<file path="config.mk">
export PLATFORM = sky130hd
export DESIGN_NAME = flight_mode_sequencer
export DESIGN_NICKNAME = d
export VERILOG_FILES = /design/src/rtl/fms_pkg.sv /design/src/rtl/fms_cfg.sv /design/src/rtl/fms_core.sv /design/src/rtl/flight_mode_sequencer.sv
export VERILOG_INCLUDE_DIRS = /design/src /design/src/rtl
export SDC_FILE = /design/constraint.sdc
export NUM_CORES = 1
export LEC_CHECK = 0
export BUFFER_PORTS_ARGS = -buffer_cell sky130_fd_sc_hd__buf_2
export CORE_MARGIN = 10
export CORE_UTILIZATION = 55
export CTS_CLUSTER_SIZE = 40
export DETAILED_ROUTE_END_ITERATION = 12
export PLACE_DENSITY = 0.87
export SYNTH_ARGS = -nofsm -noshare
export SYNTH_HDL_FRONTEND = slang
export SYNTH_HIERARCHICAL = 1
export SYNTH_SLANG_ARGS = --single-unit
</file>
<file path="constraint.sdc">
create_clock -name clk -period 5.2 [get_ports clk]
set_clock_uncertainty 0.05 [all_clocks]
set_input_delay 0.52 -clock clk [delete_from_list [all_inputs] [get_ports clk]]
set_output_delay 0.52 -clock clk [all_outputs]
set_load 0.02 [all_outputs]
</file>
<file path="src/rtl/flight_mode_sequencer_assert.svh">
// ---------------------------------------------------------------------------
// Flight mode sequencer assertion macros
// Shared concurrent assertion forms, clocked on clk and quiet during reset.
// ---------------------------------------------------------------------------
`ifndef FLIGHT_MODE_SEQUENCER_ASSERT_SVH
`define FLIGHT_MODE_SEQUENCER_ASSERT_SVH

// Condition holds at every edge out of reset.
`define FMS_ASSERT_ALWAYS(label, cond, msg) \
  label: assert property (@(posedge clk) disable iff (!rst_n) (cond)) \
    else $error(msg);

// Consequent holds in the cycle after the antecedent.
`define FMS_ASSERT_NEXT(label, ante, cons, msg) \
  label: assert property (@(posedge clk) disable iff (!rst_n) (ante) |=> (cons)) \
    else $error(msg);

`endif

</file>
<file path="src/rtl/fms_pkg.sv">
// ---------------------------------------------------------------------------
// fms_pkg
// Types, register indexes and constants of the flight mode sequencer.
// ---------------------------------------------------------------------------
`timescale 1ns / 1ps

package fms_pkg;

  localparam int ALT_W      = 7;
  localparam int YAW_W      = 10;
  localparam int STEP_W     = 8;
  localparam int YAW_EXT_W  = 12;
  localparam int CFG_IDX_W  = 3;
  localparam int CFG_DATA_W = 10;

  // Register indexes on the configuration port
  localparam logic [CFG_IDX_W-1:0] CFG_ALT_STEP    = 3'd0;
  localparam logic [CFG_IDX_W-1:0] CFG_YAW_INCR    = 3'd1;
  localparam logic [CFG_IDX_W-1:0] CFG_WIN_LOW     = 3'd2;
  localparam logic [CFG_IDX_W-1:0] CFG_WIN_HIGH    = 3'd3;
  localparam logic [CFG_IDX_W-1:0] CFG_TD_YAW_LOW  = 3'd4;
  localparam logic [CFG_IDX_W-1:0] CFG_TD_YAW_HIGH = 3'd5;
  localparam logic [CFG_IDX_W-1:0] CFG_TD_ALT      = 3'd6;

  // Register reset values
  localparam logic [ALT_W-1:0]  RST_ALT_STEP    = 7'd5;
  localparam logic [STEP_W-1:0] RST_YAW_INCR    = 8'd15;
  localparam logic [YAW_W-1:0]  RST_WIN_LOW     = -10'sd10;
  localparam logic [YAW_W-1:0]  RST_WIN_HIGH    = 10'sd10;
  localparam logic [YAW_W-1:0]  RST_TD_YAW_LOW  = -10'sd5;
  localparam logic [YAW_W-1:0]  RST_TD_YAW_HIGH = 10'sd5;
  localparam logic [ALT_W-1:0]  RST_TD_ALT      = 7'd5;

  // Yaw target saturation limits, at field width and widened for the step sums
  localparam logic signed [YAW_W-1:0]     YAW_MIN     = -10'sd512;
  localparam logic signed [YAW_W-1:0]     YAW_MAX     = 10'sd511;
  localparam logic signed [YAW_EXT_W-1:0] YAW_EXT_MIN = -12'sd512;
  localparam logic signed [YAW_EXT_W-1:0] YAW_EXT_MAX = 12'sd511;

  typedef enum logic [1:0] {
    MODE_LANDED    = 2'd0,
    MODE_CALIBRATE = 2'd1,
    MODE_FLYING    = 2'd2,
    MODE_LANDING   = 2'd3
  } fms_mode_t;

  typedef enum logic [1:0] {
    DUTY_PID    = 2'd0,
    DUTY_SPINUP = 2'd1,
    DUTY_STATIC = 2'd2
  } fms_duty_t;

  typedef struct packed {
    logic [ALT_W-1:0]  alt_step;
    logic [STEP_W-1:0] yaw_incr;
    logic [YAW_W-1:0]  win_low;
    logic [YAW_W-1:0]  win_high;
    logic [YAW_W-1:0]  td_yaw_low;
    logic [YAW_W-1:0]  td_yaw_high;
    logic [ALT_W-1:0]  td_alt;
  } fms_cfg_t;

  typedef struct packed {
    logic             switch_up;
    logic             yaw_calibrated;
    logic [YAW_W-1:0] current_yaw;
    logic [ALT_W-1:0] current_alt;
  } fms_in_t;

  typedef struct packed {
    fms_mode_t        mode;
    logic             first_flight;
    logic             last_switch;
    logic [ALT_W-1:0] alt_target;
    logic [YAW_W-1:0] yaw_target;
  } fms_state_t;

  typedef struct packed {
    fms_mode_t        mode;
    logic             motors_on;
    fms_duty_t        duty_choice;
    logic             run_pid;
    logic             yaw_clear;
    logic [ALT_W-1:0] target_alt;
    logic [YAW_W-1:0] target_yaw;
  } fms_res_t;

endpackage

</file>
<file path="src/rtl/fms_cfg.sv">
// ---------------------------------------------------------------------------
// fms_cfg
// Configuration register file, written one register per beat.
// ---------------------------------------------------------------------------
`timescale 1ns / 1ps

module fms_cfg (
  input  logic                             clk,
  input  logic                             rst_n,
  input  logic                             wr_en,
  input  logic [fms_pkg::CFG_IDX_W-1:0]    wr_index,
  input  logic [fms_pkg::CFG_DATA_W-1:0]   wr_data,
  output fms_pkg::fms_cfg_t                cfg
);

  fms_pkg::fms_cfg_t cfg_r;

  always_ff @(posedge clk) begin
    if (!rst_n) begin
      cfg_r.alt_step    <= fms_pkg::RST_ALT_STEP;
      cfg_r.yaw_incr    <= fms_pkg::RST_YAW_INCR;
      cfg_r.win_low     <= fms_pkg::RST_WIN_LOW;
      cfg_r.win_high    <= fms_pkg::RST_WIN_HIGH;
      cfg_r.td_yaw_low  <= fms_pkg::RST_TD_YAW_LOW;
      cfg_r.td_yaw_high <= fms_pkg::RST_TD_YAW_HIGH;
      cfg_r.td_alt      <= fms_pkg::RST_TD_ALT;
    end else if (wr_en) begin
      case (wr_index)
        fms_pkg::CFG_ALT_STEP:    cfg_r.alt_step    <= wr_data[fms_pkg::ALT_W-1:0];
        fms_pkg::CFG_YAW_INCR:    cfg_r.yaw_incr    <= wr_data[fms_pkg::STEP_W-1:0];
        fms_pkg::CFG_WIN_LOW:     cfg_r.win_low     <= wr_data[fms_pkg::YAW_W-1:0];
        fms_pkg::CFG_WIN_HIGH:    cfg_r.win_high    <= wr_data[fms_pkg::YAW_W-1:0];
        fms_pkg::CFG_TD_YAW_LOW:  cfg_r.td_yaw_low  <= wr_data[fms_pkg::YAW_W-1:0];
        fms_pkg::CFG_TD_YAW_HIGH: cfg_r.td_yaw_high <= wr_data[fms_pkg::YAW_W-1:0];
        fms_pkg::CFG_TD_ALT:      cfg_r.td_alt      <= wr_data[fms_pkg::ALT_W-1:0];
        default: begin
          // drop writes to unused indexes
        end
      endcase
    end
  end

  assign cfg = cfg_r;

endmodule

</file>
<file path="src/rtl/fms_core.sv">
// ---------------------------------------------------------------------------
// fms_core
// One control tick: mode selection, then the action of the selected mode.
// ---------------------------------------------------------------------------
`timescale 1ns / 1ps

module fms_core (
  input  fms_pkg::fms_cfg_t   cfg,
  input  fms_pkg::fms_in_t    tick,
  input  fms_pkg::fms_state_t state,
  output fms_pkg::fms_state_t state_nxt,
  output fms_pkg::fms_res_t   res
);

  logic signed [fms_pkg::YAW_W-1:0]     yaw;
  logic signed [fms_pkg::YAW_W-1:0]     win_lo;
  logic signed [fms_pkg::YAW_W-1:0]     win_hi;
  logic signed [fms_pkg::YAW_W-1:0]     td_lo;
  logic signed [fms_pkg::YAW_W-1:0]     td_hi;
  logic signed [fms_pkg::YAW_W-1:0]     yaw_tgt;
  logic signed [fms_pkg::YAW_W-1:0]     yaw_tgt1;
  logic signed [fms_pkg::YAW_W-1:0]     yaw_tgt2;
  logic signed [fms_pkg::YAW_EXT_W-1:0] yaw_dn;
  logic signed [fms_pkg::YAW_EXT_W-1:0] yaw_up;
  logic [fms_pkg::ALT_W-1:0]            alt_dec;
  logic                                 in_window;
  logic                                 touchdown;
  logic                                 cal_done;
  fms_pkg::fms_mode_t                   sel_mode;
  logic                                 sel_last;
  logic                                 sel_clear;

  assign yaw     = tick.current_yaw;
  assign win_lo  = cfg.win_low;
  assign win_hi  = cfg.win_high;
  assign td_lo   = cfg.td_yaw_low;
  assign td_hi   = cfg.td_yaw_high;
  assign yaw_tgt = state.yaw_target;

  // Landing arithmetic on the stored targets
  assign in_window = (win_lo <= yaw) && (yaw <= win_hi);
  assign alt_dec   = (state.alt_target > cfg.alt_step) ?
                     state.alt_target - cfg.alt_step : '0;

  // Step down toward the window first; the upward step sees that result
  assign yaw_dn = {{2{yaw_tgt[fms_pkg::YAW_W-1]}}, yaw_tgt} -
                  {{(fms_pkg::YAW_EXT_W-fms_pkg::STEP_W){1'b0}}, cfg.yaw_incr};
  always_comb begin
    yaw_tgt1 = yaw_tgt;
    if ((yaw > win_hi) && (yaw == yaw_tgt)) begin
      if (yaw_dn < fms_pkg::YAW_EXT_MIN) begin
        yaw_tgt1 = fms_pkg::YAW_MIN;
      end else begin
        yaw_tgt1 = yaw_dn[fms_pkg::YAW_W-1:0];
      end
    end
  end

  assign yaw_up = {{2{yaw_tgt1[fms_pkg::YAW_W-1]}}, yaw_tgt1} +
                  {{(fms_pkg::YAW_EXT_W-fms_pkg::STEP_W){1'b0}}, cfg.yaw_incr};
  always_comb begin
    yaw_tgt2 = yaw_tgt1;
    if ((yaw < win_lo) && (yaw == yaw_tgt1)) begin
      if (yaw_up > fms_pkg::YAW_EXT_MAX) begin
        yaw_tgt2 = fms_pkg::YAW_MAX;
      end else begin
        yaw_tgt2 = yaw_up[fms_pkg::YAW_W-1:0];
      end
    end
  end

  assign touchdown = (tick.current_alt <= cfg.td_alt) && (td_lo <= yaw) && (yaw <= td_hi);
  assign cal_done  = tick.yaw_calibrated;

  // Mode selection from the switch edge
  always_comb begin
    sel_mode  = state.mode;
    sel_last  = state.last_switch;
    sel_clear = 1'b0;
    if (state.mode == fms_pkg::MODE_LANDED || state.mode == fms_pkg::MODE_FLYING) begin
      if (state.mode == fms_pkg::MODE_LANDED && tick.switch_up && !state.last_switch) begin
        if (state.first_flight) begin
          sel_mode = fms_pkg::MODE_CALIBRATE;
        end else begin
          sel_mode  = fms_pkg::MODE_FLYING;
          sel_clear = 1'b1;
        end
      end
      if (state.mode == fms_pkg::MODE_FLYING && !tick.switch_up && state.last_switch) begin
        sel_mode = fms_pkg::MODE_LANDING;
      end
      sel_last = tick.switch_up;
    end
  end

  // Next state: action of the selected mode
  always_comb begin
    state_nxt              = state;
    state_nxt.mode         = sel_mode;
    state_nxt.last_switch  = sel_last;
    if (sel_clear) begin
      state_nxt.alt_target = '0;
      state_nxt.yaw_target = '0;
    end
    case (sel_mode)
      fms_pkg::MODE_CALIBRATE: begin
        if (cal_done) begin
          state_nxt.first_flight = 1'b0;
          state_nxt.alt_target   = '0;
          state_nxt.yaw_target   = '0;
          state_nxt.mode         = fms_pkg::MODE_FLYING;
        end
      end
      fms_pkg::MODE_LANDING: begin
        if (in_window && (state.alt_target != '0)) begin
          state_nxt.alt_target = alt_dec;
        end
        state_nxt.yaw_target = yaw_tgt2;
        if (touchdown) begin
          state_nxt.mode = fms_pkg::MODE_LANDED;
        end
      end
      default: begin
        // landed and flying leave the targets alone, but for the clear on take-off from landed
      end
    endcase
  end

  // Outputs of the tick
  always_comb begin
    res.mode        = state_nxt.mode;
    res.target_alt  = state_nxt.alt_target;
    res.target_yaw  = state_nxt.yaw_target;
    res.motors_on   = 1'b1;
    res.duty_choice = fms_pkg::DUTY_PID;
    res.run_pid     = 1'b0;
    res.yaw_clear   = 1'b0;
    case (sel_mode)
      fms_pkg::MODE_LANDED: begin
        res.motors_on = 1'b0;
      end
      fms_pkg::MODE_CALIBRATE: begin
        if (cal_done) begin
          res.yaw_clear   = 1'b1;
          res.duty_choice = fms_pkg::DUTY_STATIC;
        end else begin
          res.duty_choice = fms_pkg::DUTY_SPINUP;
        end
      end
      fms_pkg::MODE_FLYING: begin
        res.run_pid = 1'b1;
      end
      fms_pkg::MODE_LANDING: begin
        res.run_pid = 1'b1;
        if (touchdown) begin
          res.duty_choice = fms_pkg::DUTY_STATIC;
        end
      end
      default: begin
        res.motors_on = 1'b0;
      end
    endcase
  end

endmodule

</file>
<file path="src/rtl/flight_mode_sequencer.sv">
// ---------------------------------------------------------------------------
// flight_mode_sequencer
// Helicopter flight mode sequencer: one control tick in, one result beat out.
// ---------------------------------------------------------------------------
//
//   channel  handshake             payload
//   -------  --------------------  ----------------------------------------------
//   in       in_valid / in_stall   switch_up, yaw_calibrated, current_yaw, alt
//   out      out_valid / out_stall mode, motors_on, duty_choice, run_pid,
//                                  yaw_clear, target_alt, target_yaw
//   cfg      cfg_valid / cfg_ready cfg_index, cfg_data (always ready)
//
// A tick is captured in the input register, evaluated combinationally by
// fms_core and lands in the result register; one tick is accepted every
// cycle while the result side flows, that is while out_stall is low.
// Mode and targets update as the tick moves into the result register, so
// back-to-back ticks see each other's state without a bubble.
// A stalled result holds the pipe; a tick waiting in the input register
// stalls the input only while the result register is full and stalled.
// Synchronous active-low reset: landed, first flight pending, switch seen
// up, targets zero, registers at their defaults, both stages empty.
// ---------------------------------------------------------------------------
`timescale 1ns / 1ps
`include "flight_mode_sequencer_assert.svh"

module flight_mode_sequencer (
  input  logic                            clk,
  input  logic                            rst_n,
  // tick input
  input  logic                            in_valid,
  output logic                            in_stall,
  input  logic                            in_switch_up,
  input  logic                            in_yaw_calibrated,
  input  logic signed [fms_pkg::YAW_W-1:0] in_current_yaw,
  input  logic [fms_pkg::ALT_W-1:0]       in_current_alt,
  // result output
  output logic                            out_valid,
  input  logic                            out_stall,
  output logic [1:0]                      out_mode,
  output logic                            out_motors_on,
  output logic [1:0]                      out_duty_choice,
  output logic                            out_run_pid,
  output logic                            out_yaw_clear,
  output logic [fms_pkg::ALT_W-1:0]       out_target_alt,
  output logic signed [fms_pkg::YAW_W-1:0] out_target_yaw,
  // configuration writes
  input  logic                            cfg_valid,
  output logic                            cfg_ready,
  input  logic [fms_pkg::CFG_IDX_W-1:0]   cfg_index,
  input  logic [fms_pkg::CFG_DATA_W-1:0]  cfg_data
);

  fms_pkg::fms_cfg_t   cfg;
  fms_pkg::fms_in_t    tick_r;
  fms_pkg::fms_state_t state_r;
  fms_pkg::fms_state_t state_nxt;
  fms_pkg::fms_res_t   res_nxt;
  fms_pkg::fms_res_t   res_r;
  logic                tick_v_r;
  logic                res_v_r;
  logic                adv;
  logic                in_take;

  // Writes must arrive only while idle (the block does not enforce it); the register file never pushes back
  assign cfg_ready = 1'b1;

  fms_cfg u_cfg (
    .clk      (clk),
    .rst_n    (rst_n),
    .wr_en    (cfg_valid & cfg_ready),
    .wr_index (cfg_index),
    .wr_data  (cfg_data),
    .cfg      (cfg)
  );

  // Advance the held tick whenever the result register is empty or draining
  assign adv      = tick_v_r && !(res_v_r && out_stall);
  assign in_stall = tick_v_r && res_v_r && out_stall;
  assign in_take  = in_valid && !in_stall;

  // Input register: valid cleared by reset, payload captured on each beat
  always_ff @(posedge clk) begin
    if (!rst_n) begin
      tick_v_r <= 1'b0;
    end else if (in_take) begin
      tick_v_r <= 1'b1;
    end else if (adv) begin
      tick_v_r <= 1'b0;
    end
  end

  always_ff @(posedge clk) begin
    if (in_take) begin
      tick_r.switch_up      <= in_switch_up;
      tick_r.yaw_calibrated <= in_yaw_calibrated;
      tick_r.current_yaw    <= in_current_yaw;
      tick_r.current_alt    <= in_current_alt;
    end
  end

  fms_core u_core (
    .cfg       (cfg),
    .tick      (tick_r),
    .state     (state_r),
    .state_nxt (state_nxt),
    .res       (res_nxt)
  );

  // Mode, flags and targets commit as the tick leaves the input register
  always_ff @(posedge clk) begin
    if (!rst_n) begin
      state_r.mode         <= fms_pkg::MODE_LANDED;
      state_r.first_flight <= 1'b1;
      state_r.last_switch  <= 1'b1;
      state_r.alt_target   <= '0;
      state_r.yaw_target   <= '0;
    end else if (adv) begin
      state_r <= state_nxt;
    end
  end

  // Result register: hold while stalled, drop the beat once taken
  always_ff @(posedge clk) begin
    if (!rst_n) begin
      res_v_r <= 1'b0;
    end else if (adv) begin
      res_v_r <= 1'b1;
    end else if (!out_stall) begin
      res_v_r <= 1'b0;
    end
  end

  always_ff @(posedge clk) begin
    if (adv) begin
      res_r <= res_nxt;
    end
  end

  assign out_valid       = res_v_r;
  assign out_mode        = res_r.mode;
  assign out_motors_on   = res_r.motors_on;
  assign out_duty_choice = res_r.duty_choice;
  assign out_run_pid     = res_r.run_pid;
  assign out_yaw_clear   = res_r.yaw_clear;
  assign out_target_alt  = res_r.target_alt;
  assign out_target_yaw  = res_r.target_yaw;

  // The reported mode is always the mode the sequencer now holds
  `FMS_ASSERT_NEXT(a_mode_tracks_state, adv, res_r.mode == state_r.mode, "result mode differs from held mode")
  // Calibration completes only once: first flight never comes back
  `FMS_ASSERT_NEXT(a_first_flight_sticky, !state_r.first_flight, !state_r.first_flight, "first flight flag set again")
  // A yaw clear pulse comes with the hand-over to flying on static duty
  `FMS_ASSERT_ALWAYS(a_yaw_clear_flying, !(res_v_r && res_r.yaw_clear) || (res_r.mode == fms_pkg::MODE_FLYING && res_r.duty_choice == fms_pkg::DUTY_STATIC), "yaw clear outside calibration hand-over")
  // PID runs only with the motors on
  `FMS_ASSERT_ALWAYS(a_pid_needs_motors, !(res_v_r && res_r.run_pid) || res_r.motors_on, "PID enabled with motors off")

endmodule
</file>
; Word level (Yosys, flattened, before mapping)
; Index checks and enable logic that the tools add are counted.
[word_totals]
elab_cells = 115
input_bits = 37
output_inout_bits = 27
ff_bits = 128
[op_classes]
order_cmp = 10
addsub = 3
muxes = 29
eq_ne = 13
reduce_logical = 35
[op_table]
columns = op, count
row1 = 10-bit less-or-equal comparator, 4
row2 = 10-bit two-way mux, 4
row3 = 17-bit two-way mux, 2
row4 = 17-bit case mux with 2 select lines, 1
row5 = 10-bit equality test, 2
row6 = 2-bit AND reduction, 8
row7 = 1-bit logical AND, 15
row8 = 2-bit two-way mux, 7
row9 = 7-bit two-way mux, 2
row10 = 12-bit by 10-bit greater-than comparator with 1-bit output (second input constant), 1
row11 = 12-bit by 10-bit < comparator with 1-bit output (second input constant), 1
row12 = 10-bit by 9-bit adder with 11-bit output, 1
row13 = 10-bit by 9-bit subtractor with 11-bit output, 1
row14 = 10-bit greater-than comparator, 1
row15 = 10-bit < comparator, 1
row16 = 1-bit two-way mux, 10
row17 = 3-bit equality test (second input constant), 3
row18 = 2-bit case mux with 2 select lines, 2
row19 = 7-bit greater-than comparator, 1
row20 = 7-bit less-or-equal comparator, 1
row21 = 7-bit nonzero test, 1
row22 = 7-bit subtractor, 1
row23 = 2-bit equality test (second input constant), 3
row24 = 3-bit by 2-bit equality test with 1-bit output (second input constant), 2
row25 = 11 further kinds, 15

; Depth between registers and ports, before layout
; Gate-level depths: netlist (run 1).
[logic_depth]
word_depth = 9
depth_mapped = 25
mapped_depth_nobuf = 24

; Hierarchy
; The synthesis (run 1) kept the hierarchy.
[modules_own_cells]
columns = module, area_per_inst_um2, cells_each, instances, seq_area_each_um2
row1 = fms_core, 3528.4, 496, 1, 0.0
row2 = fms_cfg, 2429.8, 230, 1, 1241.2
row3 = flight_mode_sequencer, 2247.2, 144, 1, 1751.7

; Least setup slack after synthesis (run 1)
; No wires, ideal clock.
[synth_path]
kind = reg-to-reg
start = register tick_r[16] (netlist bit)
end = register state_r[2] (netlist bit)
setup_time_ps = 72
stages_incl_launch_ff = 22
required_time_ps = 5078
period_less_slack_ps = 4947
path_slack_ps = 253
n_path_buf = 2
arrival_time_ps = 4826
path_cell_list = edfxtp_1 > ha_1 > and4_1 > and4_1 > a221oi_1 > nand3_4 > clkbuf_1 > or2_2 > o21ai_0 > ha_1 > a21o_1 > nand4_1 > nand2_1 > a21o_1 > a21oi_1 > a21oi_1 > a211oi_1 > nor2_1 > o211ai_1 > buf_4 > nand2_1 > mux2i_1
[synth_rtl]
columns = element, line_no
row1 = from (decl), flight_mode_sequencer.sv:54  ; fms_pkg::fms_in_t tick_r;
row2 = to (signal assigned), flight_mode_sequencer.sv:118  ; state_r <= state_nxt;
row3 = to (decl), flight_mode_sequencer.sv:55  ; fms_pkg::fms_state_t state_r;

==> flow_summary_export.csv, run 1 <==
group,metric,value,unit
outcome,status,"completed",
synth,synthCells,870,
hold_path,hold_path.startpoint,"in_current_yaw[6]",
sta,setup_slack,293,ps
synth,yosysUniqueCellTypes,76,
placed_design,portBuffers,62,
critical_path,r2r-start,"state_r[0]",
final_layout,layout.nets,1029,
synth,yosys-top-cells-area,"dfxtp_1 21%, edfxtp_1 16%, ha_1 11%",
hold_path,holdPathStages,1,
pwr,vdd_ir_drop_max,0.394,mV
final_layout,area_growth,11.4,%
clock_tree,numCtsBuffers,17,
synth,yosysMostFrequentCell,"nand2_1",
clock_tree,htree_levels,4,
placed_design,routabilityCongestion,1.02,
critical_path,r2r_slack,290,ps
synth,ys_seq_area_share,36.5,%
final_layout,drive_gt1_share,15.2,%
synth,synth-seq-cells,128,
sta,finalHoldViolations,0,
clock_tree,clock_latency,430,ps
sta,max_freq,204,MHz
critical_path,crit_buf_inv,2,
detailed_routing,final_antenna_net_count,0,
synth,synth_ff_type,"dfxtp_1",
critical_path,crit_type,"flop to flop",
final_layout,layout.cells.non_filler,1114,
clock_tree,cts-root-buf,"clkbuf_16",
sta,relSlewSlack,27.7,%
floorplan,dieWidth,142,um
placed_design,hpwl,15200,um
sta,finalCritPeriodShare,94.4,%
critical_path,cp_data_required_time,5520,ps
placed_design,dpl_worst_slack,250,ps
critical_path,critical_path.top_delay_family,"compound AO/OA/AOI/OAI gates",
final_layout,antenna_cells,0,
detailed_routing,wl_per_cell,18.6,um
sta,setup_viol,0,
global_route,grt_max_degree,90,
synth,syn-num-nets,982,
detailed_routing,wl,20700,um
critical_path,r2r_cells,23,
detailed_routing,vias,6617,
critical_path,cp_num_cells,23,
detailed_routing,drc,0,
hold_path,hold_class,"primary input to flop",
critical_path,cpPeakStageDelay,420,ps
floorplan,die_h,142,um
global_route,grt_usage,20.2,%
floorplan,start_util,56.2,%
critical_path,crit_top_cell,"a21oi_1",
synth,synth_top_area_cell,"dfxtp_1",
floorplan,die_area,0.0202,mm^2
synth,async_flop_share,0,%
sta,fin_crit,4910,ps
detailed_routing,via_per_inst,5.94,
clock_tree,cts.clk_slew.worst_paths,60,ps
sta,tightestPinTransition,1080,ps
final_layout,final_area,0.00914,mm^2
pwr,p_per_area,268,mW/mm^2
sta,finalMaxSlewViolations,0,
hold_path,whs_endpoint,"tick_r[13]",
run,drv_cap,0,
clock_tree,cts_tree,"yes",
pwr,p_leak,0.00411,uW
detailed_routing,first_pass_iters,7,
sta,fin_setup_tns,0,ps
placed_design,placedInstanceArea,0.00856,mm^2
critical_path,cp.arrival,5220,ps
global_route,antenna_found_initial,0,
floorplan,design.core.area,0.0146,mm^2
placed_design,dp_cells,1082,
pwr,finalPower,2450,uW
critical_path,crit_path_end_kind,"flop",
floorplan,row_count,44,
synth,yosys_warnings,6,
critical_path,path_cells,"inv_1 -> ha_1 -> fa_1 -> nand2b_1 -> a21oi_1 -> o21a_1 -> or3_1 -> o21ai_1 -> or2_2 -> o21ai_0 -> ha_1 -> a21o_1 -> nand4_1 -> nand2_1 -> a21o_1 -> a21oi_1 -> a21oi_1 -> a211oi_1 -> buf_4 -> nor2_1 -> o221ai_1 -> nand2_1 -> mux2i_1",
synth,synth_top_area_share,20.7,%
critical_path,critical_path.slowest_cell,"dfxtp_1",
critical_path,path_max_fanout,8,
synth,netlist_area,0.00821,mm^2
synth,synth_area_per_cell,9.43,um^2
global_route,grt_pass1_vias,6237,
critical_path,cp-start-kind,"flop",
global_route,grt_overflow,0,
clock_tree,cts.sinks,128,
synth,synth_edf_count,43,
detailed_routing,drt-initial-drc-count,629,
critical_path,r2r-end,"state_r[6]",
clock_tree,postCtsHoldBufs,0,
global_route,grt_pass1_wl,32600,um
floorplan,ioPinCount,64,
clock_tree,clockBufferDepth,2,
synth,ys_top_cells_by_count,"112 x nand2_1, 85 x dfxtp_1, 84 x mux2i_1",
## how the worst max path moves through the flow
stage / start / endpoint
2_1_floorplan: tick_r[16] / state_r[2]
3_3_place_gp: tick_r[14] / state_r[8]
3_5_place_dp: u_cfg/cfg[48] / state_r[2]
4_1_cts: u_cfg/cfg[51] / state_r[6]
5_1_grt: state_r[0] / state_r[8]
6_report: state_r[0] / state_r[6]
## flip-flops by register name (all words and copies together), names as in the netlist, 2 cells and up
name,count
out_mode,2
out_target_alt,7
u_cfg/cfg,62
tick_r,19
state_r,21
out_target_yaw,10
out_duty_choice,2
## through the flow
| step | utilization [%] | hold slack, ps |
|---|---|---|
| after CTS | 62.6 | 202 |
| after detailed placement | 58.7 | 402 |
| after floorplan | - | 384 |
| after global routing | 62.7 | 199 |
| after global placement | 58.7 | 394 |
| final | 62.7 | 212 |
## report_power, final
part / switching, uW / internal [uW]
combinational: 146 / 93.7
sequential: 17.9 / 1060
clock: 441 / 690
total: 604 / 1850
## worst reg2reg max path, cell delays in order, from the launching register on
cell	delay, ps
dfxtp_1	420
inv_1	70
ha_1	210
fa_1	400
nand2b_1	180
a21oi_1	210
o21a_1	210
or3_1	140
o21ai_1	130
or2_2	360
o21ai_0	280
ha_1	300
a21o_1	180
nand4_1	100
nand2_1	90
a21o_1	190
a21oi_1	250
a21oi_1	100
a211oi_1	240
buf_4	200
nor2_1	60
o221ai_1	260
nand2_1	100
mux2i_1	130
## final cells by class
cell class	instances	area, um^2
clock buffer	24	514
inverter	73	274
timing repair buffer	80	448
clock inverter	8	52.6
tap	184	230
sequential	128	2990
fill	1159	5450
multi-input combinational	617	4630
## cells in the final DEF, fill, tap and decap left out, types with 8 or more instances in the layout
cell,n
ha_1,72
nor2_1,32
mux2i_1,84
a21oi_1,27
nand2b_1,8
clkbuf_16,19
buf_2,61
xor2_1,11
edfxtp_1,43
buf_4,19
o211ai_1,11
nor2b_1,54
nand3_1,11
a21o_1,14
dfxtp_1,85
o21ai_0,25
o21a_1,10
nand2_1,112
xnor2_1,18
inv_1,73
## metal layers
layer	GRT usage [%]	wire length, um	vias to the layer above
li1	-	-	3130
met1	24.9	8900	3168
met2	32.1	9650	266
met3	5.61	1490	53
met4	8.88	697	0
met5	0	0	-
## cell families after synthesis
family,synth area share (%)
AO/OA/AOI/OAI,13.1
XOR/XNOR,3.10
adder cells (fa/ha/maj),11.7
buffers and inverters,7.32
flip-flops,36.5
multiplexers,10.8
other,0.0457
AND/OR/NAND/NOR,17.4
## what timing repair did
action	4_1_cts	5_1_grt
gates resized for setup	0	5
setup endpoints to repair	0	19
buffers inserted	0	0
(Power assumes the default switching activity.)
==> run 2: changes to the inputs <==
--- a/config.mk
+++ b/config.mk
@@ -8,10 +8,10 @@
 export LEC_CHECK = 0
 export BUFFER_PORTS_ARGS = -buffer_cell sky130_fd_sc_hd__buf_2
 export CORE_MARGIN = 10
-export CORE_UTILIZATION = 55
+export CORE_UTILIZATION = 60
 export CTS_CLUSTER_SIZE = 40
 export DETAILED_ROUTE_END_ITERATION = 12
-export PLACE_DENSITY = 0.87
+export PLACE_DENSITY = 0.9
 export SYNTH_ARGS = -nofsm -noshare
 export SYNTH_HDL_FRONTEND = slang
 export SYNTH_HIERARCHICAL = 1
==> constraint.sdc (replaced) <==
create_clock -name clk -period 4.9 [get_ports clk]
set_clock_uncertainty 0.05 [all_clocks]
set_input_delay 0.49 -clock clk [delete_from_list [all_inputs] [get_ports clk]]
set_output_delay 0.49 -clock clk [all_outputs]
set_load 0.02 [all_outputs]
==> flow_summary_export.csv, run 2 (synthesized netlist as in run 1, its figures left out) <==
group,metric,value,unit
hold_path,whs_endpoint,"tick_r[11]",
critical_path,r2r-end,"out_target_yaw[3]",
clock_tree,clockBufferDepth,2,
hold_path,hold_class,"primary input to flop",
final_layout,layout.cells.non_filler,1122,
clock_tree,cts_tree,"yes",
sta,finalCritPeriodShare,95.5,%
final_layout,multi_input_area,0.00467,mm^2
floorplan,start_util,61.7,%
sta,relSlewSlack,34.3,%
sta,fin_crit,4680,ps
clock_tree,cts-root-buf,"clkbuf_16",
placed_design,routabilityCongestion,1.03,
detailed_routing,vias,6827,
clock_tree,cts.clk_slew.worst_paths,60,ps
sta,fin_hold_ws,184,ps
final_layout,final_cell_mix,"112 x nand2_1, 84 x mux2i_1, 84 x dfxtp_1",
critical_path,path_max_fanout,11,
critical_path,critical_path.slowest_cell,"edfxtp_1",
detailed_routing,via_per_inst,6.08,
final_layout,largest_reg_flops,62,
final_layout,antenna_cells,0,
sta,setup_viol,0,
global_route,grt_overflow,0,
floorplan,dieWidth,137,um
hold_path,hold_path.startpoint,"in_current_yaw[4]",
sta,finalHoldViolations,0,
placed_design,portBuffers,62,
detailed_routing,drt-initial-drc-count,786,
outcome,status,"completed",
global_route,grt_max_degree,83,
critical_path,crit_top_cell,"buf_4",
pwr,p_per_area,289,mW/mm^2
placed_design,hpwl,15700,um
critical_path,cp-start-kind,"flop",
hold_path,holdPathStages,1,
sta,fin_setup_tns,0,ps
final_layout,final_common_cell,"nand2_1",
final_layout,seqCellArea,0.00299,mm^2
critical_path,crit_buf_inv,5,
placed_design,dpl_worst_slack,112,ps
pwr,p_leak,0.00422,uW
critical_path,path_cells,"ha_1 -> and4_1 -> and4_1 -> a221oi_1 -> buf_4 -> nand3_4 -> buf_4 -> nand2_1 -> o31ai_2 -> buf_4 -> ha_1 -> a21oi_1 -> nand2_1 -> a31oi_1 -> nor2b_1 -> o21ai_1 -> nor2_1 -> a21oi_1 -> a211oi_2 -> buf_4 -> nor2_1 -> o211ai_1 -> buf_4",
floorplan,design.core.area,0.0133,mm^2
floorplan,ioPinCount,64,
critical_path,cp_data_required_time,5040,ps
critical_path,crit_type,"flop to flop",
critical_path,cpPeakStageDelay,460,ps
global_route,grt_usage,23.9,%
detailed_routing,final_antenna_net_count,0,
sta,setup_slack,222,ps
final_layout,drive_gt1_share,17.8,%
final_layout,nFillCells,935,
global_route,grt_pass1_wl,34900,um
clock_tree,cts.sinks,128,
detailed_routing,wl,22300,um
sta,max_freq,214,MHz
clock_tree,htree_levels,4,
global_route,grt_pass1_vias,6724,
clock_tree,clock_latency,430,ps
sta,finalMaxSlewViolations,0,
final_layout,utilization,70.2,%
floorplan,die_h,137,um
floorplan,die_area,0.0188,mm^2
clock_tree,postCtsHoldBufs,0,
pwr,vdd_ir_drop_max,0.259,mV
critical_path,crit_path_end_kind,"flop",
final_layout,layout.nets,1045,
detailed_routing,drc,0,
floorplan,row_count,42,
detailed_routing,wl_per_cell,19.9,um
detailed_routing,first_pass_iters,5,
critical_path,cp.arrival,4820,ps
sta,tightestPinTransition,981,ps
critical_path,r2r_slack,220,ps
global_route,antenna_found_initial,0,
run,drv_cap,0,
final_layout,area_growth,13.7,%
placed_design,dp_cells,1087,
critical_path,r2r_cells,23,
critical_path,r2r-start,"tick_r[10]",
critical_path,critical_path.top_delay_family,"compound AO/OA/AOI/OAI gates",
clock_tree,numCtsBuffers,17,
-- run 2: changes by cell type in the layout (fill, tap and decap cells not counted), moves of 2 or more --
cell / delta
a21oi_2: +2
buf_4: +16
o21ai_2: +2
a21oi_1: -2
bufinv_16: +2
clkbuf_1: -3
clkbuf_8: -2
inv_6: +3
clkinv_2: -2
o21ai_0: -4
-- run 2: how the worst max path moves through the flow --
stage,depth (start not counted),to,slack (ps),start
floorplan,22,state_r[8],140,tick_r[16]
global placement,25,state_r[5],320,state_r[0]
detailed placement,20,out_target_yaw[8],110,state_r[0]
CTS,25,state_r[2],2,state_r[0]
global route,22,state_r[3],-60,tick_r[10]
finish,23,out_target_yaw[3],220,tick_r[10]
-- run 2: repair_timing --
action                     CTS  global route
setup endpoints to repair    3            20
gates resized for setup      2            17
setup buffers                0             3
pin swaps                    0             6
gates cloned                 0             0
-- run 2: per-layer routing --
metal	up-vias	global-route usage (%)	share of wire, %
met4	0	13.8	5.8
li1	3176	-	-
met2	322	39.1	47
met5	-	0	0
met1	3228	27.9	40
met3	101	5.87	7.4
-- run 2: cell type report --
class / instances / area share, %
flip-flops and latches: 128 / 32.1
well taps: 176 / 2.36
clock inverters: 14 / 1.64
clock buffers: 18 / 4.83
repair buffers: 96 / 6.09
multi-input cells: 617 / 50.1
inverters: 73 / 2.94
-- run 2: through the flow --
| step | instance area [um^2] | power, uW |
|---|---|---|
| floorplan | 8210 | 1340 |
| global route | 9330 | 2780 |
| global placement | 8650 | 1410 |
| detailed placement | 8650 | 1420 |
| CTS | 9260 | 2700 |
| finish | 9330 | 2700 |
-- run 2: where the power goes --
| group | total (uW) | leakage (uW) | switching [uW] | internal (uW) |
|---|---|---|---|---|
| Clock | 1290 | 0.000300 | 503 | 786 |
| Combinational | 266 | 0.00281 | 163 | 103 |
| Sequential | 1150 | 0.00110 | 16.9 | 1130 |
| Total | 2700 | 0.00422 | 683 | 2020 |
==> run 3: changes to the inputs <==
--- a/config.mk
+++ b/config.mk
@@ -6,6 +6,7 @@
 export SDC_FILE = /design/constraint.sdc
 export NUM_CORES = 1
 export LEC_CHECK = 0
+export ABC_AREA = 1
 export BUFFER_PORTS_ARGS = -buffer_cell sky130_fd_sc_hd__buf_2
 export CORE_MARGIN = 10
 export CORE_UTILIZATION = 60
==> flow_summary_export.csv, run 3 <==
group,metric,value,unit
final_layout,layout.cells.non_filler,1468,
final_layout,seqCellArea,0.00300,mm^2
pwr,p_comb_share,19.1,%
global_route,grt_pass1_vias,7914,
critical_path,r2r_slack,360,ps
synth,synth_top_area_share,19.7,%
detailed_routing,wl_per_cell,16.7,um
sta,finalHoldViolations,0,
synth,synth_ff_type,"dfxtp_1",
synth,synth-seq-cells,128,
critical_path,cp-start-kind,"flop",
floorplan,dieWidth,140,um
sta,relSlewSlack,34.5,%
critical_path,crit_start,"tick_r[10]",
synth,async_flop_share,0,%
placed_design,portBuffers,62,
sta,finalCritPeriodShare,92.6,%
sta,rsz0062_at_grt,"false",
critical_path,crit_buf_inv,2,
sta,setup_slack,364,ps
critical_path,crit_type,"flop to flop",
hold_path,hold_path.startpoint,"in_current_alt[0]",
run,drv_cap,0,
global_route,grt_usage,24.7,%
pwr,pwr-share-seq,39.2,%
critical_path,crit_path_end_kind,"flop",
detailed_routing,drc,0,
floorplan,row_count,43,
pwr,p_leak,0.00489,uW
outcome,status,"completed",
sta,finalMaxSlewViolations,0,
synth,synth_area_per_cell,7.04,um^2
global_route,grt_overflow,0,
final_layout,final_cell_mix,"354 x nand2_1, 166 x inv_1, 152 x nand3_1",
synth,yosysUniqueCellTypes,50,
final_layout,area_growth,10.5,%
detailed_routing,vias,8384,
detailed_routing,first_pass_iters,6,
synth,yosysMostFrequentCell,"nand2_1",
pwr,internal_power,2160,uW
hold_path,hold_class,"primary input to flop",
hold_path,whs_endpoint,"tick_r[0]",
sta,tightestPinTransition,981,ps
global_route,grt_pass1_wl,39600,um
pwr,switchingPower,906,uW
detailed_routing,wl,24600,um
pwr,p_sw_share,29.5,%
final_layout,layout.nets,1386,
placed_design,dp_cells,1428,
synth,ys_seq_area_share,34.7,%
detailed_routing,via_per_inst,5.71,
clock_tree,cts_tree,"yes",
placed_design,placedInstanceArea,0.00889,mm^2
clock_tree,cts.sinks,128,
clock_tree,htree_levels,4,
clock_tree,clockBufferDepth,2,
clock_tree,numCtsBuffers,17,
sta,fin_setup_tns,0,ps
critical_path,r2r-start,"tick_r[10]",
critical_path,cp_data_required_time,5160,ps
synth,synth_top_area_cell,"dfxtp_1",
final_layout,largest_reg_flops,62,
placed_design,dpl_worst_slack,391,ps
final_layout,nFillCells,1150,
sta,max_freq,220,MHz
detailed_routing,drt-initial-drc-count,1030,
sta,fin_crit,4540,ps
critical_path,path_max_fanout,10,
clock_tree,cts.clk_slew.worst_paths,60,ps
pwr,power_frac_clock,41.7,%
final_layout,final_area,0.00954,mm^2
global_route,antenna_found_initial,1,
hold_path,holdPathStages,1,
critical_path,r2r_cells,29,
floorplan,die_area,0.0196,mm^2
critical_path,crit_top_cell,"nand2_1",
synth,yosys_warnings,6,
synth,ys_top_cells_by_count,"355 x nand2_1, 166 x inv_1, 152 x nand3_1",
critical_path,cp.arrival,4800,ps
final_layout,drive_gt1_share,12.1,%
sta,setup_viol,0,
synth,yosys-top-cells-area,"dfxtp_1 20%, nand2_1 15%, edfxtp_1 15%",
critical_path,critical_path.top_delay_family,"simple AND/OR/NAND/NOR gates",
critical_path,cpPeakStageDelay,530,ps
placed_design,routabilityCongestion,1.04,
synth,synth_edf_count,43,
placed_design,hpwl,17900,um
clock_tree,cts-root-buf,"clkbuf_16",
final_layout,multi_input_area,0.00465,mm^2
synth,netlist_area,0.00863,mm^2
critical_path,r2r-end,"state_r[5]",
global_route,grt_max_degree,85,
detailed_routing,final_antenna_net_count,0,
final_layout,final_common_cell,"nand2_1",
synth,synthCells,1225,
pwr,vdd_ir_drop_max,0.256,mV
floorplan,ioPinCount,64,
floorplan,die_h,140,um
floorplan,design.core.area,0.0140,mm^2
floorplan,start_util,61.7,%
synth,syn-num-nets,1337,
pwr,p_per_area,322,mW/mm^2
clock_tree,clock_latency,430,ps
critical_path,critical_path.slowest_cell,"edfxtp_1",
-- run 3: changes by cell type in the layout (fill, tap and decap cells not counted), sizes merged, moves of 8 or more --
cell and delta:
a21o -13, a21oi +37, buf -21, inv +101, mux2i -85, nand2 +254, nand2b -8, nand3 +144
nor2 +107, nor2b -55, o211ai -17, o21ai -12, xnor2 -11
-- run 3: timing repair --
item / in CTS / in global routing
gates resized for setup: 0 / 3
setup buffers: 0 / 7
hold buffers: 0 / 0
endpoints found under the setup margin: 0 / 9
-- run 3: through the flow --
| step | utilization [%] | hold slack (ps) | power [uW] |
|---|---|---|---|
| 2_1_floorplan | - | 379 | 1640 |
| 3_3_place_gp | 63.5 | 393 | 1770 |
| 3_5_place_dp | 63.5 | 397 | 1780 |
| 4_1_cts | 67.8 | 171 | 3050 |
| 5_1_grt | 68.2 | 173 | 3190 |
| 6_report | 68.2 | 180 | 3070 |
-- run 3: power groups by stage --
| stage | combinational [uW] | sequential (uW) | clock [uW] |
|---|---|---|---|
| final | 586 | 1200 | 1280 |
| after global routing | 656 | 1210 | 1320 |
| after CTS | 565 | 1200 | 1280 |
| after detailed placement | 556 | 1230 | 0 |
| after global placement | 541 | 1220 | 0 |
| after floorplan | 422 | 1220 | 0 |
-- run 3: kinds of logic (layout without fill, tap and decap cells) --
| group | Yosys count | in the layout | share of synthesized area [%] |
|---|---|---|---|
| fa+ha+maj | 75 | 75 | 11.1 |
| simple gates | 682 | 682 | 34.7 |
| xor+xnor | 13 | 13 | 1.32 |
| flops | 128 | 128 | 34.7 |
| compound gates | 102 | 102 | 6.58 |
| other cells | 1 | 2 | 0.0435 |
| buf+inv | 224 | 286 | 11.5 |
-- run 3: worst max path at each step --
stage	end	slack, ps	depth (start not counted)
finish	state_r[5]	360	29
floorplan	state_r[8]	890	31
detailed placement	state_r[5]	390	30
global route	state_r[7]	10	32
global placement	state_r[0]	520	30
CTS	state_r[5]	340	30
-- run 3: layout make-up --
class / count / share of cell area (%)
multi-input cells: 873 / 48.7
flip-flops and latches: 128 / 31.4
inverters: 179 / 7.04
clock buffers: 21 / 4.72
repair buffers: 75 / 4.28
well taps: 180 / 2.36
clock inverters: 11 / 1.46
diodes: 1 / 0.0262
-- run 3: metal layers --
metal | track usage, % | vias up | part of all wire, % | routed length, um
li1 | - | 4002 | - | -
met1 | 29.4 | 3796 | 39 | 9630
met2 | 40.4 | 481 | 47 | 11400
met3 | 5.88 | 105 | 9.1 | 2250
met4 | 13.4 | 0 | 5.1 | 1260
met5 | 0 | - | 0 | 0
